--- config.mk ---
export PLATFORM = sky130hd
export DESIGN_NAME = led_breath_ramp_controller_top
export DESIGN_NICKNAME = d
export VERILOG_FILES = /design/src/rtl/lbrc_pkg.sv /design/src/rtl/lbrc_scaler.sv /design/src/rtl/led_breath_ramp_controller_top.sv
export SDC_FILE = /design/constraint.sdc
export NUM_CORES = 1
export LEC_CHECK = 0
export ABC_AREA = 0
export BUFFER_PORTS_ARGS = -buffer_cell sky130_fd_sc_hd__buf_2
export CORE_ASPECT_RATIO = 1.25
export CORE_MARGIN = 1
export CORE_UTILIZATION = 40
export CTS_CLUSTER_DIAMETER = 50
export DETAILED_ROUTE_END_ITERATION = 7
export PLACE_DENSITY_LB_ADDON = 0.25
export SYNTH_ARGS = -nofsm -noshare
export SYNTH_HDL_FRONTEND = slang
export SYNTH_SLANG_ARGS = --single-unit
export TNS_END_PERCENT = 50
--- constraint.sdc ---
create_clock -name clk -period 7.1 [get_ports clk]
set_clock_uncertainty 0.1 [all_clocks]
set_input_delay 0.355 -clock clk [delete_from_list [all_inputs] [get_ports clk]]
set_output_delay 0.355 -clock clk [all_outputs]
set_load 0.1 [all_outputs]
--- src/rtl/lbrc_pkg.sv ---
package lbrc_pkg;

	localparam logic [1:0] OP_TICK   = 2'd0;
	localparam logic [1:0] OP_STEADY = 2'd1;
	localparam logic [1:0] OP_BREATH = 2'd2;

	localparam int unsigned CHAN_W  = 8;
	localparam int unsigned COUNT_W = 16;
	localparam int unsigned PROD_W  = CHAN_W + COUNT_W;

	// Channel order used by the sequencer when it walks the colour.
	localparam logic [1:0] CH_RED   = 2'd0;
	localparam logic [1:0] CH_GREEN = 2'd1;
	localparam logic [1:0] CH_BLUE  = 2'd2;

	typedef struct packed {
		logic [1:0]         opcode;
		logic [CHAN_W-1:0]  red_in;
		logic [CHAN_W-1:0]  green_in;
		logic [CHAN_W-1:0]  blue_in;
		logic [COUNT_W-1:0] ramp_len_in;
	} cmd_t;

	typedef struct packed {
		logic [CHAN_W-1:0] red_out;
		logic [CHAN_W-1:0] green_out;
		logic [CHAN_W-1:0] blue_out;
	} pix_t;

	typedef struct packed {
		logic               start;
		logic [CHAN_W-1:0]  level;
		logic [COUNT_W-1:0] count;
		logic [COUNT_W-1:0] length;
	} scl_req_t;

	typedef struct packed {
		logic              done;
		logic [CHAN_W-1:0] quot;
	} scl_rsp_t;

	typedef enum logic [1:0] {
		ST_IDLE,
		ST_SCALE,
		ST_PUSH
	} seq_state_t;

endpackage

--- src/rtl/lbrc_scaler.sv ---
module lbrc_scaler (
	input  logic              clk,
	input  logic              arst_n,
	input  lbrc_pkg::scl_req_t req,
	output lbrc_pkg::scl_rsp_t rsp
);
	import lbrc_pkg::*;

	logic                busy_q;
	logic [2:0]          step_q;
	logic [COUNT_W-1:0]  rem_q;
	logic [CHAN_W-1:0]   low_q;
	logic [PROD_W-1:0]   prod;
	logic [COUNT_W:0]    trial;
	logic [COUNT_W:0]    diff;
	logic                qbit;

	// The caller keeps count <= length, so level*count < 256*length and the
	// quotient fits in eight bits: eight restoring steps are enough.
	assign prod  = PROD_W'(req.level) * PROD_W'(req.count);
	assign trial = {rem_q, low_q[CHAN_W-1]};
	assign diff  = trial - {1'b0, req.length};
	assign qbit  = (trial >= {1'b0, req.length});

	always_ff @(posedge clk or negedge arst_n) begin
		if (!arst_n) begin
			busy_q <= 1'b0;
			step_q <= '0;
		end else if (req.start) begin
			busy_q <= 1'b1;
			step_q <= '0;
		end else if (busy_q) begin
			step_q <= step_q + 3'd1;
			if (step_q == 3'd7) begin
				busy_q <= 1'b0;
			end
		end
	end

	always_ff @(posedge clk) begin
		if (req.start) begin
			rem_q <= prod[PROD_W-1:CHAN_W];
			low_q <= prod[CHAN_W-1:0];
		end else if (busy_q) begin
			rem_q <= qbit ? diff[COUNT_W-1:0] : trial[COUNT_W-1:0];
			low_q <= {low_q[CHAN_W-2:0], qbit};
		end
	end

	assign rsp.done = busy_q && (step_q == 3'd7);
	assign rsp.quot = {low_q[CHAN_W-2:0], qbit};

endmodule

--- src/rtl/led_breath_ramp_controller_top.sv ---
// Steady command: the word is registered, then put on pix once the output is free.
// Tick that steps the ramp: a load and multiply step plus eight divide steps
// per channel on one shared serial divider, three channels, then a push step
// that waits until the output is free before the word appears on pix.
// Breathing command, non-stepping tick and unused opcode: no word.
// Commands are taken one at a time; reset clears all ramp state to zero.
module led_breath_ramp_controller_top (
	input  logic           clk,
	input  logic           arst_n,
	input  logic           cmd_valid,
	output logic           cmd_ready,
	input  lbrc_pkg::cmd_t cmd,
	output logic           pix_valid,
	input  logic           pix_ready,
	output lbrc_pkg::pix_t pix
);
	import lbrc_pkg::*;

	seq_state_t         state_q;
	seq_state_t         state_nxt;
	logic [CHAN_W-1:0]  base_red_q;
	logic [CHAN_W-1:0]  base_green_q;
	logic [CHAN_W-1:0]  base_blue_q;
	logic [COUNT_W-1:0] ramp_count_q;
	logic [COUNT_W-1:0] ramp_length_q;
	logic               falling_q;
	logic               breathing_q;
	logic [1:0]         ch_q;
	logic               launch_q;
	pix_t               res_q;
	pix_t               pix_q;
	logic               pix_valid_q;
	logic               accept;
	logic               step_up;
	logic               step_down;
	logic               out_free;
	scl_req_t           scl_req;
	scl_rsp_t           scl_rsp;

	assign accept    = cmd_valid && cmd_ready;
	assign step_up   = breathing_q && !falling_q && (ramp_count_q < ramp_length_q);
	assign step_down = breathing_q && falling_q && (ramp_count_q != '0);
	assign out_free  = !pix_valid_q || pix_ready;

	always_comb begin
		state_nxt = state_q;
		unique case (state_q)
			ST_IDLE: begin
				if (accept && cmd.opcode == OP_STEADY) begin
					state_nxt = ST_PUSH;
				end else if (accept && cmd.opcode == OP_TICK && (step_up || step_down)) begin
					state_nxt = ST_SCALE;
				end
			end
			ST_SCALE: begin
				if (scl_rsp.done && ch_q == CH_BLUE) begin
					state_nxt = ST_PUSH;
				end
			end
			ST_PUSH: begin
				if (out_free) begin
					state_nxt = ST_IDLE;
				end
			end
			default: state_nxt = ST_IDLE;
		endcase
	end

	always_comb begin
		cmd_ready = (state_q == ST_IDLE);
		scl_req.start  = (state_q == ST_SCALE) && launch_q;
		scl_req.count  = ramp_count_q;
		scl_req.length = ramp_length_q;
		unique case (ch_q)
			CH_RED:   scl_req.level = base_red_q;
			CH_GREEN: scl_req.level = base_green_q;
			default:  scl_req.level = base_blue_q;
		endcase
	end

	lbrc_scaler u_scaler (
		.clk    (clk),
		.arst_n (arst_n),
		.req    (scl_req),
		.rsp    (scl_rsp)
	);

	always_ff @(posedge clk or negedge arst_n) begin
		if (!arst_n) begin
			state_q       <= ST_IDLE;
			base_red_q    <= '0;
			base_green_q  <= '0;
			base_blue_q   <= '0;
			ramp_count_q  <= '0;
			ramp_length_q <= '0;
			falling_q     <= 1'b0;
			breathing_q   <= 1'b0;
			ch_q          <= CH_RED;
			launch_q      <= 1'b0;
			pix_valid_q   <= 1'b0;
		end else begin
			state_q  <= state_nxt;
			launch_q <= 1'b0;
			if (accept) begin
				unique case (cmd.opcode)
					OP_STEADY: breathing_q <= 1'b0;
					OP_BREATH: begin
						base_red_q    <= cmd.red_in;
						base_green_q  <= cmd.green_in;
						base_blue_q   <= cmd.blue_in;
						ramp_length_q <= cmd.ramp_len_in;
						ramp_count_q  <= '0;
						falling_q     <= 1'b0;
						breathing_q   <= 1'b1;
					end
					OP_TICK: begin
						if (step_up || step_down) begin
							ch_q     <= CH_RED;
							launch_q <= 1'b1;
						end else if (breathing_q) begin
							// The ramp hit an end: turn around without a word.
							falling_q <= !falling_q;
						end
					end
					default: ;
				endcase
			end
			if (state_q == ST_SCALE && scl_rsp.done) begin
				if (ch_q == CH_BLUE) begin
					// Scaling used the old count; step it only now.
					ramp_count_q <= falling_q ? ramp_count_q - 16'd1
					                          : ramp_count_q + 16'd1;
				end else begin
					ch_q     <= ch_q + 2'd1;
					launch_q <= 1'b1;
				end
			end
			if (state_q == ST_PUSH && out_free) begin
				pix_valid_q <= 1'b1;
			end else if (pix_ready) begin
				pix_valid_q <= 1'b0;
			end
		end
	end

	always_ff @(posedge clk) begin
		if (accept && cmd.opcode == OP_STEADY) begin
			res_q.red_out   <= cmd.red_in;
			res_q.green_out <= cmd.green_in;
			res_q.blue_out  <= cmd.blue_in;
		end
		if (state_q == ST_SCALE && scl_rsp.done) begin
			unique case (ch_q)
				CH_RED:   res_q.red_out   <= scl_rsp.quot;
				CH_GREEN: res_q.green_out <= scl_rsp.quot;
				default:  res_q.blue_out  <= scl_rsp.quot;
			endcase
		end
		if (state_q == ST_PUSH && out_free) begin
			pix_q <= res_q;
		end
	end

	assign pix_valid = pix_valid_q;
	assign pix       = pix_q;

endmodule

# ---- Word-level counts from Yosys, hierarchy flattened
# Index checks and enable logic that the tools add are counted.
dict set report word_totals {
  output_inout_bits 26
  inputBits 46
  word_cells 113
  regBits 140
}
dict set report classes {
  n_lt_le_gt_ge 2
  n_reduce_logical 30
  n_mux 42
  n_addsub 5
  mul 1
  eq_ne 12
}
# cell count
set ops {}
lappend ops {{$mux 16} 8}
lappend ops {{$mux 24} 2}
lappend ops {{$mux 8} 5}
lappend ops {{$mul 8x16->24} 1}
lappend ops {{$mux 2} 9}
lappend ops {{$ge 17x16->1} 1}
lappend ops {{$add 16x1->16 const B} 1}
lappend ops {{$lt 16x16->1} 1}
lappend ops {{$pmux 8 s2} 1}
lappend ops {{$reduce_bool 16->1} 1}
lappend ops {{$sub 16x1->16 const B} 1}
lappend ops {{$sub 16x16->16} 1}
lappend ops {{$logic_and 1x1->1} 13}
lappend ops {{$mux 1} 12}
lappend ops {{$ne 2x2->1 const B} 4}
lappend ops {{$reduce_bool 2->1} 4}
lappend ops {{$eq 2x1->1 const B} 3}
lappend ops {{$eq 2x2->1 const B} 3}
lappend ops {{$logic_not 2->1} 3}
lappend ops {{$mux 3} 2}
lappend ops {{$pmux 2 s3} 1}
lappend ops {{$pmux 1 s2} 2}
lappend ops {{$reduce_and 2->1} 2}
lappend ops {{$reduce_and 4->1} 1}
lappend ops {{8 further kinds} 10}

# ---- Depth between registers and ports, before layout
# Gate-level depths: netlist of the first run.
dict set report logic_depth {
  ltp_word 9
  ltp_mapped 24
  ltp_nobuf 21
}

# ---- Cells and area by module
# Synthesis of the first run repeated with hierarchy kept, for this count alone.
dict set report unflattened {
  hier_cells 1259
  area_unflattened_um2 11751.3
}
# module area_per_inst_um2 n_inst cells_each seq_area_each_um2
set by_module_without_submodules {}
lappend by_module_without_submodules {lbrc_scaler 6217.2 1 692 820.8}
lappend by_module_without_submodules {led_breath_ramp_controller_top 5534.1 1 567 2802.7}

# ---- Worst setup path before layout of the first run
# No wires, ideal clock.
dict set report synth_path {
  path_type {flip-flop to flip-flop}
  from {register with a tool-made name}
  to {register u_scaler.rem_q[15], data pin}
  path_buffers 3
  setup_time_ns 0.268
  stages_incl_launch_ff 23
  t_required_ns 6.732
  path_slack_ns 0.669
  period_less_slack_ns 6.431
  t_arrival_ns 6.063
  cell_sequence {dfrtp_1 -> clkbuf_1 -> clkbuf_1 -> mux2i_1 -> nor2_1 -> a21oi_1 -> clkbuf_1 -> nor2_1 -> fa_1 -> fa_1 -> fa_1 -> inv_1 -> fa_1 -> inv_1 -> ha_1 -> o21a_1 -> o21a_1 -> o22a_1 -> a221o_1 -> or4_4 -> a311oi_2 -> xnor2_1 -> o22ai_2}
}
# item line
set synth_rtl {}
lappend synth_rtl {{end signal, assigned} lbrc_scaler.sv:42} ;# rem_q <= prod[PROD_W-1:CHAN_W];
lappend synth_rtl {{end signal, assigned} lbrc_scaler.sv:45} ;# rem_q <= qbit ? diff[COUNT_W-1:0] : trial[COUNT_W-1:0];
lappend synth_rtl {{end, declared} lbrc_scaler.sv:11} ;# logic [COUNT_W-1:0] rem_q;

==> run summary, run 1 <==
# H-tree levels: 4
status: finished clean
Synth area leaders: fa_1, dfrtp_1, edfxtp_1
Top cell by count, worst path: fa_1
initial antenna violation count: 0
Hold Crit Start: cmd[6]
total wire length: 27.01 mm
Die Ht: 191.9 µm
CTS buffer count: 17
final setup vio count: 0
Req. time, crit path: 7160 ps
final period utilization: 90.11%
Syn-to-layout area delta: 11.97%
Post-synth EDFFs: 48
DP HPWL: 20.49 mm
Starting Density: 40.63%
layout cells sized above 1: 12.49%
RSZ-0062 raised after global routing: false
Worst Tran Pin Value: 1152 ps
worst-path cell chain: mux2i_1, nor2_1, a21oi_1, buf_4, nor2b_1, fa_1, fa_1, fa_1, inv_1, fa_1, inv_1, ha_1, and3_1, and3_1, a221o_1, or4_4, a31oi_1, xor2_1, mux2i_1
Clock Tree Root: clkbuf_16
count leader, synth: inv_1
via count: 8496
clk sinks: 140
Max-cap violations: 0
I/O pin cnt: 72
Fin. Hold Viols: 0
worst skew pair latency: 440 ps
DRC violations left: 0
gr usage total: 19.79%
Initial DRT Pass Iterations: 5
Worst Path Buf+Inv: 3
Leak Pwr: 6.097 nW
overall overflow remaining after global route: 0
Slowest cell on crit path: dfrtp_1
Slew Limit Headroom: 22.94%
asr flop ratio synth: 48.57%
Mapped Nets: 1406
drt wl/cell: 16.75 µm
Synth area leader: fa_1
detail-routed via count per cell: 5.270
first-pass GRT wire length: 45.34 mm
met2 Use GR: 36.38%
top cells by count, synth: inv_1, ha_1, nor2b_1
WS Path Type: reg -> reg
Slew Limit Fails: 0
crit path DAT: 6460 ps
largest net degree at the start of global routing: 69
clk buf depth: 2
Yosys top cell area share: 14.92%
Die Span X: 153.9 µm
setup TNS: 0 ps
remaining antenna violation count: 0
Total Nets Final: 1470
# diodes: 0
Port Buffers: 71
CP Launch Type: flip-flop
sequential share of the synthesized area: 31.40%
ys flop type: dfrtp_1
Min-Delay Path Class: in -> reg
cell count after synthesis: 1180
Global Route met3 Usage: 3.023%
Fillers: 2698
Row Count: 69
critical path's top delay family: adder cells
GRT Max-Usage Layer: met2
CTS tree: built
vias in the first global route: 8764
final instance area: 12920 µm²
PD cells: 324.4 nW/µm²
critical path peak fanout: 13
mapped cell area: 11540 µm²
crit end category: flip-flop
Syn Area/Cell: 9.781 µm²
Iteration-0 DRC Markers: 358
final estimated routing congestion in global placement: 0.8275
Post-CTS Setup Bufs: 0
clk slew on worst S/H paths: 70 ps
VDD IR max: 0.1874 mV
Global Route met1 Usage: 22.44%
Core ar.: 28400 µm²
Post-CTS Resized: 0
die area: 29540 µm²
post-synth cell types: 60
CP peak stage delay: 690 ps
DP Area: 12300 µm²
Yosys reg bits: 140
f_max: 156.3 MHz
Final Critical Period: 6398 ps
Ys Warns: 0
-- logic make-up after synthesis --
family                     count (synthesis)  synth area share [%]
and+or+nand+nor                          339                 15.10
AOI/OAI and AO/OA                        225                 12.20
adders and majority gates                180                 25.11
buffers and inverters                    174                 5.713
DFF                                      140                 31.40
muxes                                     85                 7.676
xor gates and xnor gates                  37                 2.808
-- sequential cells by signal (all words and copies together) (netlist names), named ones only --
signal / count
ch_q: 1
base_green_q: 8
ramp_length_q: 16
pix: 24
u_scaler.rem_q: 16
res_q: 24
u_scaler.step_q: 3
base_red_q: 8
pix_valid: 1
base_blue_q: 8
u_scaler.low_q: 8
launch_q: 1
ramp_count_q: 16
falling_q: 1
breathing_q: 1
u_scaler.busy_q: 1
state_q: 2
-- tightest hold or removal path, delay by kind of cell --
kind | cells | cell delay [ps]
buffers and inverters | 1 | 70
AO/OA/AOI/OAI | 1 | 60
AND/OR/NAND/NOR | 1 | 30
-- report_power, final --
group / internal [mW] / switching [mW]
Sequential: 1.18 / 0.199
Clock: 0.561 / 0.381
Combinational: 0.763 / 1.11
-- placed cells by master, fill, tap and decap left out, types with 12 or more instances in the layout --
cell / n
inv_1: 131
ha_1: 94
nor2b_1: 92
fa_1: 86
nand2_1: 83
o21ai_0: 72
buf_2: 70
dfrtp_1: 68
nor2_1: 63
mux2i_1: 57
a21oi_1: 56
edfxtp_1: 48
nand2b_1: 29
mux2_2: 28
dfxtp_1: 24
a21o_1: 20
xnor2_1: 19
xor2_1: 18
clkbuf_16: 17
buf_4: 17
and2_1: 16
o21a_1: 13
a211oi_1: 12
nand3_1: 12
-- layer usage --
metal / vias to the layer above / share of wire, %
met5: - / 0
met4: 0 / 3.9
met3: 47 / 2.5
met2: 145 / 52
met1: 4166 / 42
li1: 4138 / -
-- area by class of cell --
| type | instances | area, µm² | share of cell area [%] |
|---|---|---|---|
| well taps | 355 | 444.2 | 3.437 |
| inverters | 131 | 491.7 | 3.805 |
| repair buffers | 88 | 488.0 | 3.776 |
| clock buffers | 18 | 429.2 | 3.321 |
| flip-flops and latches | 140 | 3623 | 28.04 |
| clock inverters | 14 | 183.9 | 1.423 |
| multi-input cells | 866 | 7262 | 56.20 |
-- metrics by stage --
stage / util (%) / hold slack, ps / setup slack, ps / total power [mW] / std cells
2_1_floorplan: - / -40.59 / 668.7 / 2.746 / 1180
3_5_place_dp: 43.30 / 311.9 / 702.6 / 3.258 / 1579
3_3_place_gp: 43.30 / 308.5 / 810.9 / 3.220 / 1579
5_1_grt: 45.50 / 20.03 / 257.1 / 4.488 / 1612
4_1_cts: 45.50 / 4.031 / 690.8 / 4.225 / 1612
6_report: 45.50 / 11.84 / 702.1 / 4.191 / 1612
-- what timing repair did --
item                                    in CTS  in global routing
endpoints found under the hold margin        1                  0
endpoints found under the setup margin       0                  0
hold buffers                                 1                  0
-- worst paths after layout --
check / end / slack (ps) / depth (start not counted)
max: u_scaler.rem_q[13]$_DFFE_PP_ / 700 / 19
min: ramp_length_q[6]$_DFFE_PN0P_ / 10 / 3
max reg2reg: u_scaler.rem_q[13]$_DFFE_PP_ / 700 / 19
min reg2reg: pix[2]$_DFFE_PP_ / 330 / 0
max in group asynchronous: ramp_length_q[12]$_DFFE_PN0P_ / 5760 / 2
min in group asynchronous: state_q[0]$_DFFE_PN0P_ / 520 / 2
(Power assumes the default switching activity.)
==> inputs of run 2 (changes only) <==
==> constraint.sdc (replaced) <==
create_clock -name clk -period 7.1 [get_ports clk]
set_clock_uncertainty 0.1 [all_clocks]
set_input_delay 0.71 -clock clk [delete_from_list [all_inputs] [get_ports clk]]
set_output_delay 0.71 -clock clk [all_outputs]
set_load 0.1 [all_outputs]
==> run 2 against run 1 <==
First-iteration DRC count stayed put. Global-route usage hardly changed. Clock power hardly changed. Clock-buffer cell count stayed put. Total power hardly changed. Cell count hardly changed. Die area stayed put. Critical path type unchanged. Largest cell class unchanged. Routed wire length hardly changed. Via count hardly changed.
==> run summary, run 2 (synthesized netlist as in run 1, its figures left out) <==
remaining antenna violation count: 0
Sw Ratio: 40.33%
setup TNS: 0 ps
Row Count: 69
RSZ-0062 raised after global routing: false
CTS buffer count: 17
Iteration-0 DRC Markers: 358
critical path peak fanout: 13
Worst Tran Pin Value: 1147 ps
status: finished clean
CP Launch Type: flip-flop
Clock power frac: 22.5%
Slew Limit Headroom: 23.26%
clk slew on worst S/H paths: 70 ps
Internal Power: 2.501 mW
CTS tree: built
clk buf depth: 2
detail-routed via count per cell: 5.272
switching power: 1.690 mW
commonest non-fill, non-tap cell in the layout: inv_1
Fillers: 2699
most frequent cells in the layout: inv_1, ha_1, nor2b_1
drt wl/cell: 16.77 µm
total wire length: 27.01 mm
Req. time, crit path: 7160 ps
# diodes: 0
final period utilization: 90.00%
Port Buffers: 71
final instance area: 12910 µm²
first-pass GRT wire length: 45.32 mm
via count: 8493
Clock Tree Root: clkbuf_16
VDD IR max: 0.1873 mV
overall overflow remaining after global route: 0
Initial DRT Pass Iterations: 5
Hold Buf Count CTS: 0
DP HPWL: 20.49 mm
Total Nets Final: 1469
Max-cap violations: 0
GRT Max-Usage Layer: met2
Global Route met3 Usage: 3.046%
Die Ht: 191.9 µm
Min-Delay Path Class: in -> async
crit path DAT: 6450 ps
# H-tree levels: 4
Fin. Hold Viols: 0
gr usage total: 19.79%
Slew Limit Fails: 0
die area: 29540 µm²
Post-CTS Setup Bufs: 0
Syn-to-layout area delta: 11.88%
vias in the first global route: 8759
Final Critical Period: 6390 ps
met2 Use GR: 36.38%
worst skew pair latency: 440 ps
Die Span X: 153.9 µm
Global Route met1 Usage: 22.41%
DRC violations left: 0
crit end category: flip-flop
sequential power share: 32.8%
initial antenna violation count: 0
Post-CTS Resized: 0
f_max: 156.5 MHz
Worst R2R Path Depth: 19
layout cells sized above 1: 12.50%
clk sinks: 140
PD cells: 324.6 nW/µm²
largest net degree at the start of global routing: 69
Core ar.: 28400 µm²
combinational group share of total power: 44.7%
final setup vio count: 0
Leak Pwr: 6.093 nW
DP Area: 12300 µm²
Starting Density: 40.63%
final estimated routing congestion in global placement: 0.8275
I/O pin cnt: 72
WS Path Type: reg -> reg
run 2: power groups by stage:
stage / logic [mW] / registers (mW) / clock network (mW)
detailed placement: 1.87 / 1.39 / 0
global route: 2.09 / 1.41 / 0.990
finish: 1.87 / 1.38 / 0.942
CTS: 1.89 / 1.38 / 0.960
floorplan: 1.36 / 1.39 / 0
global placement: 1.83 / 1.39 / 0
run 2: cell type report:
class | count | area, µm² | share of cell area [%]
Clock buffer | 18 | 429.2 | 3.324
Timing Repair Buffer | 87 | 478.0 | 3.702
Tap cell | 355 | 444.2 | 3.440
Inverter | 131 | 491.7 | 3.808
Clock inverter | 14 | 183.9 | 1.424
Multi-Input combinational cell | 866 | 7262 | 56.24
Sequential cell | 140 | 3623 | 28.06
run 2: path summary, 6_finish.rpt:
kind / startpoint / to / slack [ps]
worst max register to register: flip-flop / u_scaler.rem_q[13]$_DFFE_PP_ / 710
worst max-delay path: flip-flop / u_scaler.rem_q[13]$_DFFE_PP_ / 710
min in group clk: res_q[2]$_DFF_P_ / pix[2]$_DFFE_PP_ / 330
max in group asynchronous: arst_n / ramp_length_q[5]$_DFFE_PN0P_ / 5970
worst min register to register: res_q[2]$_DFF_P_ / pix[2]$_DFFE_PP_ / 330
worst min-delay path: arst_n / state_q[0]$_DFFE_PN0P_ / 300
run 2: per-stage QoR:
stage                     setup slack, ps  util [%]  hold slack, ps  power, mW  cells
after floorplan                     668.7         -           307.6      2.746   1180
after global placement              810.9     43.30           308.5      3.220   1579
after detailed placement            702.6     43.30           311.9      3.258   1579
after CTS                           690.8     45.46           327.2      4.224   1611
after global routing                257.1     45.46           330.0      4.487   1611
final                               710.4     45.46           300.7      4.191   1611
run 2: critical path, cell delays in order, from the launching register on:
cell and delay (ps):
dfrtp_1 690, mux2i_1 270, nor2_1 60, a21oi_1 460
buf_4 270, nor2b_1 70, fa_1 520, fa_1 440
fa_1 540, inv_1 50, fa_1 530, inv_1 40
ha_1 370, and3_1 230, and3_1 180, a221o_1 370
or4_4 450, a31oi_1 210, xor2_1 170, mux2i_1 90
run 2: per-layer routing:
layer | vias up | wire length [µm]
met5 | - | 0
met4 | 0 | 1034
met3 | 46 | 702
met2 | 145 | 14010
met1 | 4165 | 11270
li1 | 4137 | -
